===== config.mk =====
export PLATFORM = sky130hd
export DESIGN_NAME = battery_aware_next_hop_selector_core
export DESIGN_NICKNAME = d
export VERILOG_FILES = /design/src/banhs_pkg.sv /design/src/banhs_ctrl.sv /design/src/banhs_dp.sv /design/src/battery_aware_next_hop_selector_core.sv
export SDC_FILE = /design/constraint.sdc
export NUM_CORES = 1
export LEC_CHECK = 0
export BUFFER_PORTS_ARGS = -buffer_cell sky130_fd_sc_hd__buf_4
export CAP_MARGIN = 10
export CORE_ASPECT_RATIO = 1.1
export CORE_MARGIN = 3
export CORE_UTILIZATION = 35
export DETAILED_ROUTE_END_ITERATION = 8
export GPL_TIMING_DRIVEN = 0
export PLACE_DENSITY = 0.61
export SYNTH_ARGS = -nofsm -noshare
export SYNTH_HDL_FRONTEND = slang
export SYNTH_SLANG_ARGS = --single-unit

===== constraint.sdc =====
create_clock -name clk -period 15.9 [get_ports clk]
set_input_delay 1.59 -clock clk [delete_from_list [all_inputs] [get_ports clk]]
set_output_delay 1.59 -clock clk [all_outputs]
set_load 0.01 [all_outputs]

===== src/banhs_pkg.sv =====
// Shared types and constants for the battery-aware next-hop selector.
package banhs_pkg;

  localparam int CFG_IDX_W  = 2;
  localparam int CFG_DATA_W = 16;

  localparam logic [1:0] CMD_ANNOUNCE  = 2'd0;
  localparam logic [1:0] CMD_SELECT    = 2'd1;
  localparam logic [1:0] CMD_ADVERTISE = 2'd2;

  localparam logic [CFG_IDX_W-1:0] REG_BATTERY_THRESHOLD = 2'd0;
  localparam logic [CFG_IDX_W-1:0] REG_REACHES_SINK      = 2'd1;
  localparam logic [CFG_IDX_W-1:0] REG_NODE_IS_SINK      = 2'd2;
  localparam logic [CFG_IDX_W-1:0] REG_SINK_ADDRESS      = 2'd3;

  localparam logic [15:0] RST_BATTERY_THRESHOLD = 16'd50;
  localparam logic [15:0] RST_SINK_ADDRESS      = 16'd1;
  localparam logic [15:0] HOP_CAP               = 16'd900;

  typedef struct packed {
    logic [1:0]  cmd;
    logic [15:0] neighbor_address;
    logic        neighbor_is_closer;
    logic [15:0] neighbor_battery;
    logic [15:0] neighbor_hops;
    logic [6:0]  own_battery_percent;
  } in_item_t;

  typedef struct packed {
    logic [15:0] router_address;
    logic        router_valid;
    logic [15:0] announce_battery;
    logic [15:0] announce_hops;
    logic        table_dropped;
  } out_item_t;

  typedef struct packed {
    logic load_item;
    logic idx_clr;
    logic idx_inc;
    logic tbl_wr_idx;
    logic tbl_wr_new;
    logic set_drop;
    logic sel_sink;
    logic p1_step;
    logic p2_init;
    logic p2_step;
    logic commit;
    logic reply;
  } dp_cmd_t;

  typedef struct packed {
    logic [1:0] cmd;
    logic       closer;
    logic       is_sink;
    logic       reaches_sink;
    logic       tbl_empty;
    logic       tbl_full;
    logic       last;
    logic       addr_match;
    logic       best_gt_thr;
  } dp_sts_t;

endpackage


===== src/banhs_ctrl.sv =====
// Sequencing state machine for the next-hop selector.
module banhs_ctrl
  import banhs_pkg::*;
(
  input  logic    clk,
  input  logic    rst_n,
  input  logic    start,
  output logic    busy,
  output logic    out_valid,
  input  dp_sts_t sts,
  output dp_cmd_t dp_cmd
);

  localparam logic [2:0] ST_IDLE     = 3'd0;
  localparam logic [2:0] ST_DISPATCH = 3'd1;
  localparam logic [2:0] ST_ANN      = 3'd2;
  localparam logic [2:0] ST_P1       = 3'd3;
  localparam logic [2:0] ST_CHK      = 3'd4;
  localparam logic [2:0] ST_P2       = 3'd5;
  localparam logic [2:0] ST_COMMIT   = 3'd6;
  localparam logic [2:0] ST_REPLY    = 3'd7;

  logic [2:0] state_r, state_nxt;
  logic       out_valid_r;

  always_comb begin
    state_nxt = state_r;
    dp_cmd    = '0;
    unique case (state_r)
      ST_IDLE: begin
        if (start) begin
          dp_cmd.load_item = 1'b1;
          state_nxt        = ST_DISPATCH;
        end
      end
      ST_DISPATCH: begin
        state_nxt = ST_REPLY;
        unique case (sts.cmd)
          CMD_ANNOUNCE: begin
            if (!sts.is_sink && sts.closer) begin
              if (sts.tbl_empty) dp_cmd.tbl_wr_new = 1'b1;
              else state_nxt = ST_ANN;
            end
          end
          CMD_SELECT: begin
            if (!sts.is_sink) begin
              if (sts.reaches_sink) dp_cmd.sel_sink = 1'b1;
              else if (!sts.tbl_empty) state_nxt = ST_P1;
            end
          end
          default: ;
        endcase
      end
      ST_ANN: begin
        if (sts.addr_match) begin
          dp_cmd.tbl_wr_idx = 1'b1;
          state_nxt         = ST_REPLY;
        end else if (sts.last) begin
          if (sts.tbl_full) dp_cmd.set_drop = 1'b1;
          else dp_cmd.tbl_wr_new = 1'b1;
          state_nxt = ST_REPLY;
        end else begin
          dp_cmd.idx_inc = 1'b1;
        end
      end
      ST_P1: begin
        dp_cmd.p1_step = 1'b1;
        if (sts.last) begin
          dp_cmd.idx_clr = 1'b1;
          state_nxt      = ST_CHK;
        end else begin
          dp_cmd.idx_inc = 1'b1;
        end
      end
      ST_CHK: begin
        // The hop-count pass runs only when the best battery beats the threshold.
        if (sts.best_gt_thr) begin
          dp_cmd.p2_init = 1'b1;
          state_nxt      = ST_P2;
        end else begin
          state_nxt = ST_COMMIT;
        end
      end
      ST_P2: begin
        dp_cmd.p2_step = 1'b1;
        if (sts.last) state_nxt = ST_COMMIT;
        else dp_cmd.idx_inc = 1'b1;
      end
      ST_COMMIT: begin
        dp_cmd.commit = 1'b1;
        state_nxt     = ST_REPLY;
      end
      ST_REPLY: begin
        dp_cmd.reply = 1'b1;
        state_nxt    = ST_IDLE;
      end
      default: state_nxt = ST_IDLE;
    endcase
  end

  always_ff @(posedge clk) begin
    if (!rst_n) begin
      state_r     <= ST_IDLE;
      out_valid_r <= 1'b0;
    end else begin
      state_r     <= state_nxt;
      out_valid_r <= (state_r == ST_REPLY);
    end
  end

  assign busy      = (state_r != ST_IDLE);
  assign out_valid = out_valid_r;

endmodule


===== src/banhs_dp.sv =====
// Datapath: configuration, neighbor table, scan registers and result register.
module banhs_dp
  import banhs_pkg::*;
#(
  parameter int TABLE_ENTRIES = 12
) (
  input  logic                  clk,
  input  logic                  rst_n,
  input  in_item_t              in_item,
  output out_item_t             out_item,
  input  logic                  cfg_we,
  input  logic [CFG_IDX_W-1:0]  cfg_index,
  input  logic [CFG_DATA_W-1:0] cfg_wdata,
  input  dp_cmd_t               dp_cmd,
  output dp_sts_t               sts
);

  localparam int IDX_W = (TABLE_ENTRIES > 1) ? $clog2(TABLE_ENTRIES) : 1;
  localparam int CNT_W = $clog2(TABLE_ENTRIES + 1);

  logic [15:0] thr_r;
  logic        reaches_sink_r;
  logic        is_sink_r;
  logic [15:0] sink_addr_r;

  logic [15:0] ent_addr_r [TABLE_ENTRIES];
  logic [15:0] ent_bat_r  [TABLE_ENTRIES];
  logic [15:0] ent_hops_r [TABLE_ENTRIES];

  // Entries fill in order and are never freed, so a count marks the used ones.
  logic [CNT_W-1:0] fill_r, fill_nxt;
  logic [IDX_W-1:0] idx_r, idx_nxt;
  in_item_t         item_r, item_nxt;
  logic             drop_r, drop_nxt;
  logic [15:0]      best_r, best_nxt;
  logic [15:0]      fewest_r, fewest_nxt;
  logic [15:0]      pick_addr_r, pick_addr_nxt;
  logic [15:0]      pick_bat_r, pick_bat_nxt;
  logic [15:0]      pick_hops_r, pick_hops_nxt;
  logic [15:0]      next_hop_r, next_hop_nxt;
  logic [15:0]      path_bat_r, path_bat_nxt;
  logic [15:0]      path_hops_r, path_hops_nxt;
  out_item_t        out_r, out_nxt;

  logic [15:0]      rd_addr, rd_bat, rd_hops;
  logic [IDX_W-1:0] wr_idx;
  logic             wr_en;
  logic             tbl_full;

  assign rd_addr  = ent_addr_r[idx_r];
  assign rd_bat   = ent_bat_r[idx_r];
  assign rd_hops  = ent_hops_r[idx_r];
  assign tbl_full = (fill_r == CNT_W'(TABLE_ENTRIES));
  assign wr_en    = dp_cmd.tbl_wr_idx | dp_cmd.tbl_wr_new;
  assign wr_idx   = dp_cmd.tbl_wr_new ? fill_r[IDX_W-1:0] : idx_r;

  always_ff @(posedge clk) begin
    if (!rst_n) begin
      thr_r          <= RST_BATTERY_THRESHOLD;
      reaches_sink_r <= 1'b0;
      is_sink_r      <= 1'b0;
      sink_addr_r    <= RST_SINK_ADDRESS;
    end else if (cfg_we) begin
      unique case (cfg_index)
        REG_BATTERY_THRESHOLD: thr_r          <= cfg_wdata;
        REG_REACHES_SINK:      reaches_sink_r <= cfg_wdata[0];
        REG_NODE_IS_SINK:      is_sink_r      <= cfg_wdata[0];
        REG_SINK_ADDRESS:      sink_addr_r    <= cfg_wdata;
        default: ;
      endcase
    end
  end

  always_ff @(posedge clk) begin
    if (wr_en) begin
      ent_addr_r[wr_idx] <= item_r.neighbor_address;
      ent_bat_r[wr_idx]  <= item_r.neighbor_battery;
      ent_hops_r[wr_idx] <= item_r.neighbor_hops;
    end
  end

  always_comb begin
    fill_nxt      = fill_r;
    idx_nxt       = idx_r;
    item_nxt      = item_r;
    drop_nxt      = drop_r;
    best_nxt      = best_r;
    fewest_nxt    = fewest_r;
    pick_addr_nxt = pick_addr_r;
    pick_bat_nxt  = pick_bat_r;
    pick_hops_nxt = pick_hops_r;
    next_hop_nxt  = next_hop_r;
    path_bat_nxt  = path_bat_r;
    path_hops_nxt = path_hops_r;
    out_nxt       = out_r;

    if (dp_cmd.load_item) begin
      item_nxt = in_item;
      drop_nxt = 1'b0;
    end
    if (dp_cmd.load_item || dp_cmd.idx_clr) idx_nxt = '0;
    else if (dp_cmd.idx_inc) idx_nxt = idx_r + IDX_W'(1);
    if (dp_cmd.tbl_wr_new) fill_nxt = fill_r + CNT_W'(1);
    if (dp_cmd.set_drop) drop_nxt = 1'b1;
    if (dp_cmd.sel_sink) next_hop_nxt = sink_addr_r;

    // Entry 0 seeds the pick, so an all-zero table still selects it.
    if (dp_cmd.p1_step && ((idx_r == '0) || (rd_bat > best_r))) begin
      best_nxt      = rd_bat;
      pick_addr_nxt = rd_addr;
      pick_bat_nxt  = rd_bat;
      pick_hops_nxt = rd_hops;
    end
    if (dp_cmd.p2_init) fewest_nxt = HOP_CAP;
    if (dp_cmd.p2_step && (rd_hops < fewest_r) && (rd_bat > thr_r)) begin
      fewest_nxt    = rd_hops;
      pick_addr_nxt = rd_addr;
      pick_bat_nxt  = rd_bat;
      pick_hops_nxt = rd_hops;
    end
    if (dp_cmd.commit) begin
      next_hop_nxt  = pick_addr_r;
      path_bat_nxt  = pick_bat_r;
      path_hops_nxt = pick_hops_r;
    end

    if (dp_cmd.reply) begin
      out_nxt.router_address   = next_hop_r;
      out_nxt.router_valid     = (next_hop_r != '0);
      out_nxt.table_dropped    = drop_r;
      out_nxt.announce_battery = '0;
      out_nxt.announce_hops    = '0;
      if (item_r.cmd == CMD_ADVERTISE) begin
        if (is_sink_r || reaches_sink_r || ({9'd0, item_r.own_battery_percent} < path_bat_r))
          out_nxt.announce_battery = {9'd0, item_r.own_battery_percent};
        else
          out_nxt.announce_battery = path_bat_r;
        if (is_sink_r) out_nxt.announce_hops = '0;
        else if (reaches_sink_r) out_nxt.announce_hops = 16'd1;
        else out_nxt.announce_hops = path_hops_r;
      end
    end
  end

  always_ff @(posedge clk) begin
    if (!rst_n) begin
      fill_r      <= '0;
      next_hop_r  <= '0;
      path_bat_r  <= '0;
      path_hops_r <= '0;
    end else begin
      fill_r      <= fill_nxt;
      next_hop_r  <= next_hop_nxt;
      path_bat_r  <= path_bat_nxt;
      path_hops_r <= path_hops_nxt;
    end
  end

  always_ff @(posedge clk) begin
    idx_r       <= idx_nxt;
    item_r      <= item_nxt;
    drop_r      <= drop_nxt;
    best_r      <= best_nxt;
    fewest_r    <= fewest_nxt;
    pick_addr_r <= pick_addr_nxt;
    pick_bat_r  <= pick_bat_nxt;
    pick_hops_r <= pick_hops_nxt;
    out_r       <= out_nxt;
  end

  always_comb begin
    sts              = '0;
    sts.cmd          = item_r.cmd;
    sts.closer       = item_r.neighbor_is_closer;
    sts.is_sink      = is_sink_r;
    sts.reaches_sink = reaches_sink_r;
    sts.tbl_empty    = (fill_r == '0);
    sts.tbl_full     = tbl_full;
    sts.last         = ((CNT_W'(idx_r) + CNT_W'(1)) == fill_r);
    sts.addr_match   = (rd_addr == item_r.neighbor_address);
    sts.best_gt_thr  = (best_r > thr_r);
  end

  assign out_item = out_r;

  a_fill_bound: assert property (@(posedge clk) disable iff (!rst_n)
    fill_r <= CNT_W'(TABLE_ENTRIES))
    else $error("fill count beyond table size");

  a_no_write_when_full: assert property (@(posedge clk) disable iff (!rst_n)
    dp_cmd.tbl_wr_new |-> !tbl_full)
    else $error("new entry written into a full table");

endmodule


===== src/battery_aware_next_hop_selector_core.sv =====
// Top level: one item in flight; an item that needs no table walk goes from accept to
// result strobe through the dispatch and reply states, a heard announcement may also
// walk the filled entries once and a selection up to twice (one entry read per cycle).
// A new item may be accepted in the cycle its predecessor's result is shown.
// Synchronous active-low reset clears the table count, the route and the configuration
// to their defaults; results are strobed for one cycle and cannot be stalled.
module battery_aware_next_hop_selector_core
  import banhs_pkg::*;
#(
  parameter int TABLE_ENTRIES = 12
) (
  input  logic                  clk,
  input  logic                  rst_n,
  input  logic                  start,
  output logic                  busy,
  input  in_item_t              in_item,
  output logic                  out_valid,
  output out_item_t             out_item,
  input  logic                  cfg_we,
  input  logic [CFG_IDX_W-1:0]  cfg_index,
  input  logic [CFG_DATA_W-1:0] cfg_wdata
);

  dp_cmd_t dp_cmd;
  dp_sts_t sts;

  banhs_ctrl u_ctrl (
    .clk       (clk),
    .rst_n     (rst_n),
    .start     (start),
    .busy      (busy),
    .out_valid (out_valid),
    .sts       (sts),
    .dp_cmd    (dp_cmd)
  );

  banhs_dp #(
    .TABLE_ENTRIES (TABLE_ENTRIES)
  ) u_dp (
    .clk       (clk),
    .rst_n     (rst_n),
    .in_item   (in_item),
    .out_item  (out_item),
    .cfg_we    (cfg_we),
    .cfg_index (cfg_index),
    .cfg_wdata (cfg_wdata),
    .dp_cmd    (dp_cmd),
    .sts       (sts)
  );

  a_accept_busy: assert property (@(posedge clk) disable iff (!rst_n)
    (start && !busy) |=> busy)
    else $error("accepted item did not make the block busy");

  a_result_after_work: assert property (@(posedge clk) disable iff (!rst_n)
    out_valid |-> $past(busy))
    else $error("result strobe without a preceding busy cycle");

  a_single_strobe: assert property (@(posedge clk) disable iff (!rst_n)
    out_valid |=> !out_valid)
    else $error("result strobe lasted more than one cycle");

endmodule


======== Yosys cells after proc, flatten, opt, wreduce, memory -nomap -nowiden ========
Memory sizes are Yosys's and may differ from the RTL's. A register that Yosys moved wholly into a read port is not among the register bits.
Cells that the tools add are included.
storage, ports and cells
  bits in registers ....................... 283
  bits in writable memories ............... 576
  logic and storage cells ................. 151
  memories kept ........................... 3
memories
  memory           words  width  rd ports  clocked after Yosys merged registers in  write ports  RTL line        source
  u_dp.ent_addr_r  12     16     1         1                                        1            banhs_dp.sv:26  logic [15:0] ent_addr_r [TABLE_ENTRIES];
  u_dp.ent_bat_r   12     16     1         1                                        1            banhs_dp.sv:27  logic [15:0] ent_bat_r [TABLE_ENTRIES];
  u_dp.ent_hops_r  12     16     1         1                                        1            banhs_dp.sv:28  logic [15:0] ent_hops_r [TABLE_ENTRIES];
cells by class
  $add $sub $neg .......................... 2
  order comparisons ....................... 5
  equality and inequality tests ........... 19
  multiplexer cells ....................... 62
  bitwise logic cells ..................... 2
  reduce and logical (&&, ||, !) cells .... 28
operators with widths
  operator               count
  $mux W16               10
  $gt A16 B16 Y1         3
  $mux W3                10
  $mux W4                7
  $mux W1                27
  $pmux W3 S8            1
  $eq A16 B16 Y1         1
  $lt A16 B16 Y1         1
  $lt A7 B16 Y1          1
  $reduce_bool A16 Y1    1
  $eq A3 B3 Y1 const B   4
  $add A4 B1 Y4 const B  2
  $logic_not A4 Y1       2
  $reduce_and A2 Y1      4
  $mux W7                1
  $eq A2 B2 Y1 const B   3
  $eq A3 B2 Y1 const B   2
  $mux W2                3
  $ne A2 B2 Y1 const B   3
  $pmux W3 S2            1
  $reduce_bool A2 Y1     3
  $reduce_or A2 Y1       3
  $eq A2 B1 Y1 const B   2
  $eq A4 B4 Y1           1
  other kinds (14)       22

======== Longest topological paths before layout ========
Gate-level depths: netlist of run 1.
  depth after elaboration ................. 8
  depth in mapped cells ................... 21
  depth with buffers taken out ............ 13

======== By module ========
Synthesis of run 1 repeated with hierarchy kept, for this count alone.
unflattened totals
  cell total of the unflattened synthesis .. 1939
  area total of the unflattened synthesis .. 34043.9 sq um
modules (own cells, without submodules)
  module      times used  cells each  area an instance (sq um)  seq. area each (sq um)
  banhs_dp    1           1882        33651.0                   24843.8
  banhs_ctrl  1           57          392.9                     80.1

======== Least setup slack after synthesis of run 1 ========
Ideal clock, no wire load.
  kind .................................... register to register
  start point ............................. register with a tool-made name
  end point ............................... memory u_dp.ent_addr_r[0][0], enable pin
  arrival time ............................ 6.265 ns
  data required time ...................... 15.374 ns
  setup slack ............................. 9.110 ns
  cell stages (with the launch flop) ...... 13
  path buffers ............................ 4
  clock period less this slack ............ 6.790 ns
  path through ............................ dfxtp_1 > buf_6 > buf_12 > buf_8 > buf_6 > mux4_2 > xnor2_1 > nand3_1 > o32a_1 > or2_1 > o21ai_1 > mux2_2 > a211oi_1
RTL lines
  what              RTL line
  end: declaration  banhs_dp.sv:26

==> run summary, run 1 <==
Drt total wl = 83100 µm
Via count = 18700
TritonCTS clock tree = built
Most common cell in the synthesized netlist = edfxtp_1
Largest net degree at the start of global routing = 52
Critical path's largest stage delay = 0.93 ns
Setup violators final = 0
Crit-path most repeated cell = o21a_1
CTS resizes = 0
Met1 Usage GRT = 0.225
Critical-path maximum fanout = 11
Routed Antenna Nets = 0
Nets = 2453
Commonest cells in the netlist = 764 x edfxtp_1, 193 x nand2_1, 122 x mux4_2, 99 x dfxtp_1, 98 x mux2i_1
Worst Path Arrival = 8.03 ns
Status = complete, no violations
Area delta synth->final = 20.1%
FILL cells = 8400
Die height = 334 µm
Num rows = 119
Synth Register Bits = 863
Yosys top cell by area = edfxtp_1
Ant diodes = 0
Synth Flop Type = edfxtp_1
Placeable Area = 96300 µm²
Lkg Pwr = 13.6 nW
Fin crit share = 0.479
Routing usage on met3 = 0.0332
Synth area leaders = edfxtp_1 67%, mux4_2 8.0%, dfxtp_1 5.8%
Congestion Overflow GR = 0
Total power = 6.54 mW
Critical Path RT = 16.32 ns
Crit. End Element = flip-flop
All-layer global routing usage = 0.162
Netlist cell types = 66
Clock-pin slew on the worst setup and hold paths = 0.06 ns
Area occupied by multi-input gates = 8760 µm²
Buffers & Inverters on Critical Path = 7
Initial antenna violation count = 2
Startpoint types = flip-flop
Reg2Reg Setup Slack = 8.29 ns
Avg Synthesized Cell Area = 16.9 µm²
Worst Max-Slew Pin Slew = 1.15 ns
Detailed Place HPWL = 58700 µm
First-pass GRT wire length = 124000 µm
Clk root buf = clkbuf_16
Crit-path slowest cell = o21ai_0
Die width = 304 µm
Top delay family on crit path = buffers and inverters
CTS Buffer Depth = 3
Post-CTS Repair Setup Buffers = 0
DRC violations left = 0
Pre-antenna DRT Iters = 7
DRT iter0 DRCs = 1686
Clk_lat worst skew = 0.67 ns
Fin Setup TNS = 0 ns
Worst path cell trace = buf_2 > buf_1 > buf_2 > clkbuf_1 > buf_1 > mux2i_1 > o21ai_0 > ha_1 > o21a_1 > o21a_1 > o21a_1 > o21a_1 > o21ai_0 > a21oi_1 > o221ai_1 > clkbuf_1 > o21ai_1 > buf_4
Register Area = 24900 µm²
Initial core utilization = 0.355
Hold-fix buffers, CTS = 0
Final Hold Fails = 0
Pwr Density = 159 nW/µm²
Share of layout cells above drive strength 1 = 0.213
Share of the synthesized area in the top cell type = 0.671
Max transition margin = 0.227
Worst VDD drop = 84.5 µV
Seq/Total Area, Yosys = 0.729
MaxCap Viol Count = 0
Via density = 5.14
Number of global-route vias before repair = 19200
Met2 usage = 0.253
Placer congestion estimate = 0.850
Netlist Area Pre-Place = 34200 µm²
Async SR Flop Fraction = 0
Final critical-path required period = 7.61 ns
WS Path Type = flip-flop to flip-flop
Hold Path Class = flip-flop to flip-flop
H-tree levels = 3
Clock sink total = 863
RSZ-0062 raised after global routing = false
Most Used Layer, Global Route = met2
Pins Over Slew Limit = 0
Ys Warns = 0
I/O Buffers = 131
Fmax = 131 MHz
Die area = 101000 µm²
CTS buffer count = 88
Number of synthesized flops with an enable pin = 764
I/O Pins = 132
Worst Clk Skew = 0.0768 ns
Mapped Cells = 2020
Routed len/inst = 22.8 µm
## where the power goes
part           internal [mW]  switching [mW]
sequential              2.75           0.134
combinational          0.614           0.880
clock                   1.27           0.889
## through the flow
stage                     cells  hold slack [ns]  setup WS, ns   util  cell area [µm²]
after floorplan            2028            0.408          9.11      -            34200
after CTS                  3641            0.438          8.26  0.426            41000
final                      3641            0.449          8.29  0.426            41000
after global placement     3429            0.439          3.56  0.382            36800
after global routing       3641            0.465          7.79  0.426            41000
after detailed placement   3480            0.445          8.29  0.394            38000
## cells by family (layout without fill, tap and decap cells)
kind of cell | count (synthesis) | count (layout) | synth area share
AO/OA/AOI/OAI | 281 | 281 | 0.0507
multiplexers | 229 | 229 | 0.112
other | 1 | 9 | 0.000110
AND/OR/NAND/NOR | 387 | 387 | 0.0536
adder cells (fa/ha/maj) | 73 | 73 | 0.0267
XOR/XNOR | 29 | 29 | 0.00743
flip-flops | 863 | 863 | 0.729
buffers and inverters | 157 | 500 | 0.0197
## final cells by class
type	instances	area share
Buffer	92	0.0105
Clock buffer	109	0.0591
Clock inverter	52	0.0155
Inverter	65	0.00601
Multi-Input combinational cell	1008	0.214
Sequential cell	863	0.607
Tap cell	1270	0.0387
Timing Repair Buffer	182	0.0494
## flip-flops by register name (all words and copies together) (netlist names), 3 cells and up, named ones only
register	cells
u_dp.ent_addr_r	192
u_dp.ent_bat_r	192
u_dp.ent_hops_r	192
u_dp.item_r	55
u_dp.out_item	50
u_dp.best_r	16
u_dp.fewest_r	16
u_dp.next_hop_r	16
u_dp.path_bat_r	16
u_dp.path_hops_r	16
u_dp.pick_addr_r	16
u_dp.pick_bat_r	16
u_dp.pick_hops_r	16
u_dp.sink_addr_r	16
u_dp.thr_r	16
u_dp.fill_r	4
u_dp.idx_r	4
u_ctrl.state_r	3
u_dp.sts	3
## worst register-to-register path, delay by kind of cell, from the launching register on
family,cells,cell delay [ns]
buffers and inverters,7,3.46
multiplexers,1,0.21
AO/OA/AOI/OAI,9,3.00
flip-flops,1,0.30
adder cells (fa/ha/maj),1,0.41
## metal layers
layer | up-vias | wire length, µm
met5 | - | 13
li1 | 8397 | -
met1 | 9510 | 36800
met3 | 131 | 5470
met2 | 677 | 38300
met4 | 2 | 2550
## worst paths after layout
path         depth (start not counted)          startpoint                end
max                                 18           flip-flop  u_dp.fewest_r[12]
min                                  0  u_dp.next_hop_r[4]  u_dp.out_item[38]
max reg2reg                         18           flip-flop  u_dp.fewest_r[12]
min reg2reg                          0  u_dp.next_hop_r[4]  u_dp.out_item[38]
## placed cells by master, fill, tap and decap left out, drive strengths merged, types with 4 or more instances in the layout
master    netlist  final
a211oi         30     30
a21boi          4      4
a21o           16     16
a21oi          96     96
a22o            4      4
a22oi          17     17
and2           17     17
and3            8      8
buf            32    214
bufinv          0     11
clkbuf         60    169
clkinv          0     31
clkinvlp        0      5
conb            1      9
dfxtp          99     99
edfxtp        764    764
ha             73     73
inv            65     70
mux2            8      8
mux2i          99     99
mux4          122    122
nand2         193    193
nand2b         14     14
nand3          23     23
nand4          17     17
nor2           46     46
nor2b          25     25
nor3           13     13
nor3b           4      4
nor4            6      6
o211ai          9      9
o21a           16     16
o21ai          67     67
o31ai           4      4
or2             7      7
or4             4      4
xnor2          20     20
xor2            9      9
Note: power is estimated with default switching activity, not from simulation.
==> run 2: changes to the inputs <==
==> constraint.sdc (replaced) <==
create_clock -name clk -period 7.5 [get_ports clk]
set_input_delay 0.75 -clock clk [delete_from_list [all_inputs] [get_ports clk]]
set_output_delay 0.75 -clock clk [all_outputs]
set_load 0.01 [all_outputs]
==> run summary, run 2 (same netlist as run 1, synthesis figures left out) <==
Via count = 18700 (about the same)
Final Hold Fails = 0 (unchanged)
Pwr Density = 338 nW/µm² (was 159 nW/µm²)
I/O Buffers = 131 (unchanged)
Startpoint types = flip-flop (unchanged)
Crit-path slowest cell = buf_1 (was o21ai_0)
Worst Path Arrival = 7.47 ns (was 8.03 ns)
Reg2Reg Setup Slack = 0.40 ns (was 8.29 ns)
Total power = 13.9 mW (was 6.54 mW)
Setup violators final = 0 (unchanged)
Share of layout cells above drive strength 1 = 0.214 (was 0.213)
Register Area = 24900 µm² (unchanged)
Initial core utilization = 0.355 (unchanged)
Placer congestion estimate = 0.850 (unchanged)
Met1 Usage GRT = 0.225 (unchanged)
WS Path Type = flip-flop to flip-flop (unchanged)
Most frequent cells in the layout = 764 x edfxtp_1, 193 x nand2_1, 136 x buf_4 (unchanged)
First-pass GRT wire length = 124000 µm (about the same)
Nets = 2453 (unchanged)
I/O Pins = 132 (unchanged)
Number of global-route vias before repair = 19200 (about the same)
Die area = 101000 µm² (unchanged)
Routing usage on met3 = 0.0332 (unchanged)
Critical-path maximum fanout = 11 (unchanged)
Clock sink total = 863 (unchanged)
Congestion Overflow GR = 0 (unchanged)
Initial antenna violation count = 2 (unchanged)
H-tree levels = 3 (unchanged)
CTS Buffer Depth = 3 (unchanged)
Lkg Pwr = 13.6 nW (about the same)
All-layer global routing usage = 0.162 (about the same)
Fin crit share = 0.947 (was 0.479)
Final worst slack = 0.398 ns (was 8.29 ns)
Pre-antenna DRT Iters = 6 (was 7)
Post-CTS Repair Setup Buffers = 0 (unchanged)
Pins Over Slew Limit = 0 (unchanged)
Status = complete, no violations (unchanged)
DRT iter0 DRCs = 1493 (was 1686)
Detailed Place HPWL = 58700 µm (unchanged)
Fmax = 141 MHz (was 131 MHz)
Worst Clk Skew = 0.0765 ns (was 0.0768 ns)
Met2 usage = 0.252 (was 0.253)
Max transition margin = 0.258 (was 0.227)
Worst path cell trace = buf_2 > buf_1 > buf_2 > clkdlybuf4s15_1 > buf_1 > mux2i_1 > o21ai_0 > ha_1 > nand4_1 > nor3_1 > o21ai_0 > a21oi_1 > o221ai_2 > clkbuf_1 > o21ai_1 > buf_4 (was buf_2 > buf_1 > buf_2 > clkbuf_1 > buf_1 > mux2i_1 > o21ai_0 > ha_1 > o21a_1 > o21a_1 > o21a_1 > o21a_1 > o21ai_0 > a21oi_1 > o221ai_1 > clkbuf_1 > o21ai_1 > buf_4)
DRC violations left = 0 (unchanged)
Num rows = 119 (unchanged)
Placed Area = 38000 µm² (unchanged)
Placeable Area = 96300 µm² (unchanged)
CTS buffer count = 88 (unchanged)
Setup slack after placement = -0.109 ns (was 8.29 ns)
Worst hold endpoint = u_dp.item_r[3] (was u_dp.out_item[38])
Hold Path Class = input pin to flip-flop (was flip-flop to flip-flop)
Routed Antenna Nets = 0 (unchanged)
Worst VDD drop = 179 µV (was 84.5 µV)
Worst Max-Slew Pin Slew = 1.10 ns (was 1.15 ns)
Area occupied by multi-input gates = 8770 µm² (was 8760 µm²)
Largest regs = u_dp.ent_addr_r x192, u_dp.ent_bat_r x192, u_dp.ent_hops_r x192 (unchanged)
Area delta synth->final = 20.2% (was 20.1%)
Clock-pin slew on the worst setup and hold paths = 0.06 ns (about the same)
Critical Path RT = 7.86 ns (was 16.32 ns)
Ant diodes = 0 (unchanged)
Final critical-path required period = 7.10 ns (was 7.61 ns)
Post-Layout Inst Area = 41100 µm² (was 41000 µm²)
Most Used Layer, Global Route = met2 (unchanged)
Critical path's largest stage delay = 0.71 ns (was 0.93 ns)
Clk_lat worst skew = 0.67 ns (about the same)
Worst R2R End = u_dp.fewest_r[12] (unchanged)
Worst R2R Path Depth = 16 (was 18)
WHS = 0.254 ns (was 0.449 ns)
Via density = 5.15 (was 5.14)
Die width = 304 µm (unchanged)
FILL cells = 8404 (was 8400)
MaxCap Viol Count = 0 (unchanged)
Die height = 334 µm (unchanged)
Largest net degree at the start of global routing = 52 (unchanged)
Most common cell after layout, fill and taps aside = edfxtp_1 (unchanged)
Clk root buf = clkbuf_16 (unchanged)
Routed len/inst = 22.8 µm (about the same)
TritonCTS clock tree = built (unchanged)
Min-delay src = in_item[3] (was u_dp.next_hop_r[4])
Crit. End Element = flip-flop (unchanged)
Drt total wl = 83000 µm (was 83100 µm)
Hold Crit Depth = 1 (was 0)
-- run 2: worst max-delay path by stage --
stage          startpoint                      to  cells after the start
6_report        flip-flop       u_dp.fewest_r[12]                     16
5_1_grt         flip-flop       u_dp.fewest_r[12]                     19
4_1_cts         flip-flop       u_dp.fewest_r[12]                     20
3_5_place_dp    flip-flop        u_dp.fewest_r[6]                     19
3_3_place_gp    flip-flop  u_dp.ent_hops_r[7][15]                     11
2_1_floorplan   flip-flop   u_dp.ent_addr_r[0][0]                     12
-- run 2: final cells by class --
type	instances	area share
multi-input combinational	1008	0.214
clock inverter	52	0.0155
buffer	92	0.0110
tap	1270	0.0387
timing repair buffer	182	0.0494
clock buffer	109	0.0591
inverter	65	0.00600
sequential	863	0.607
-- run 2: what timing repair did --
| item | in CTS | in global routing |
|---|---|---|
| gates resized for setup | 4 | 5 |
| pin swaps | 0 | 0 |
| setup endpoints to repair | 11 | 33 |
| hold buffers | 0 | 0 |
-- run 2: critical path, delay by kind of cell (launching register included) --
| family | cells | cell delay, ns |
|---|---|---|
| muxes | 1 | 0.28 |
| and+or+nand+nor | 2 | 0.59 |
| buffers and inverters | 7 | 3.34 |
| adders and majority gates | 1 | 0.28 |
| DFF | 1 | 0.30 |
| AOI/OAI and AO/OA | 5 | 1.99 |
-- run 2: where the power goes --
group | switching (mW) | internal [mW] | total [mW]
logic | 1.87 | 1.31 | 3.18
clock network | 1.89 | 2.70 | 4.59
registers | 0.284 | 5.83 | 6.11
-- run 2: routing by layer --
metal	vias up	wire length, µm
li1	8404	-
met3	132	5160
met4	2	2560
met1	9594	37100
met5	-	13
met2	605	38200
-- run 2: through the flow --
stage                      util  cells  setup TNS [ns]
after global routing      0.426   3641         -0.0596
after CTS                 0.426   3641               0
after detailed placement  0.394   3480           -1.19
after global placement    0.382   3429        -2619.34
after floorplan               -   2028               0
final                     0.426   3641               0
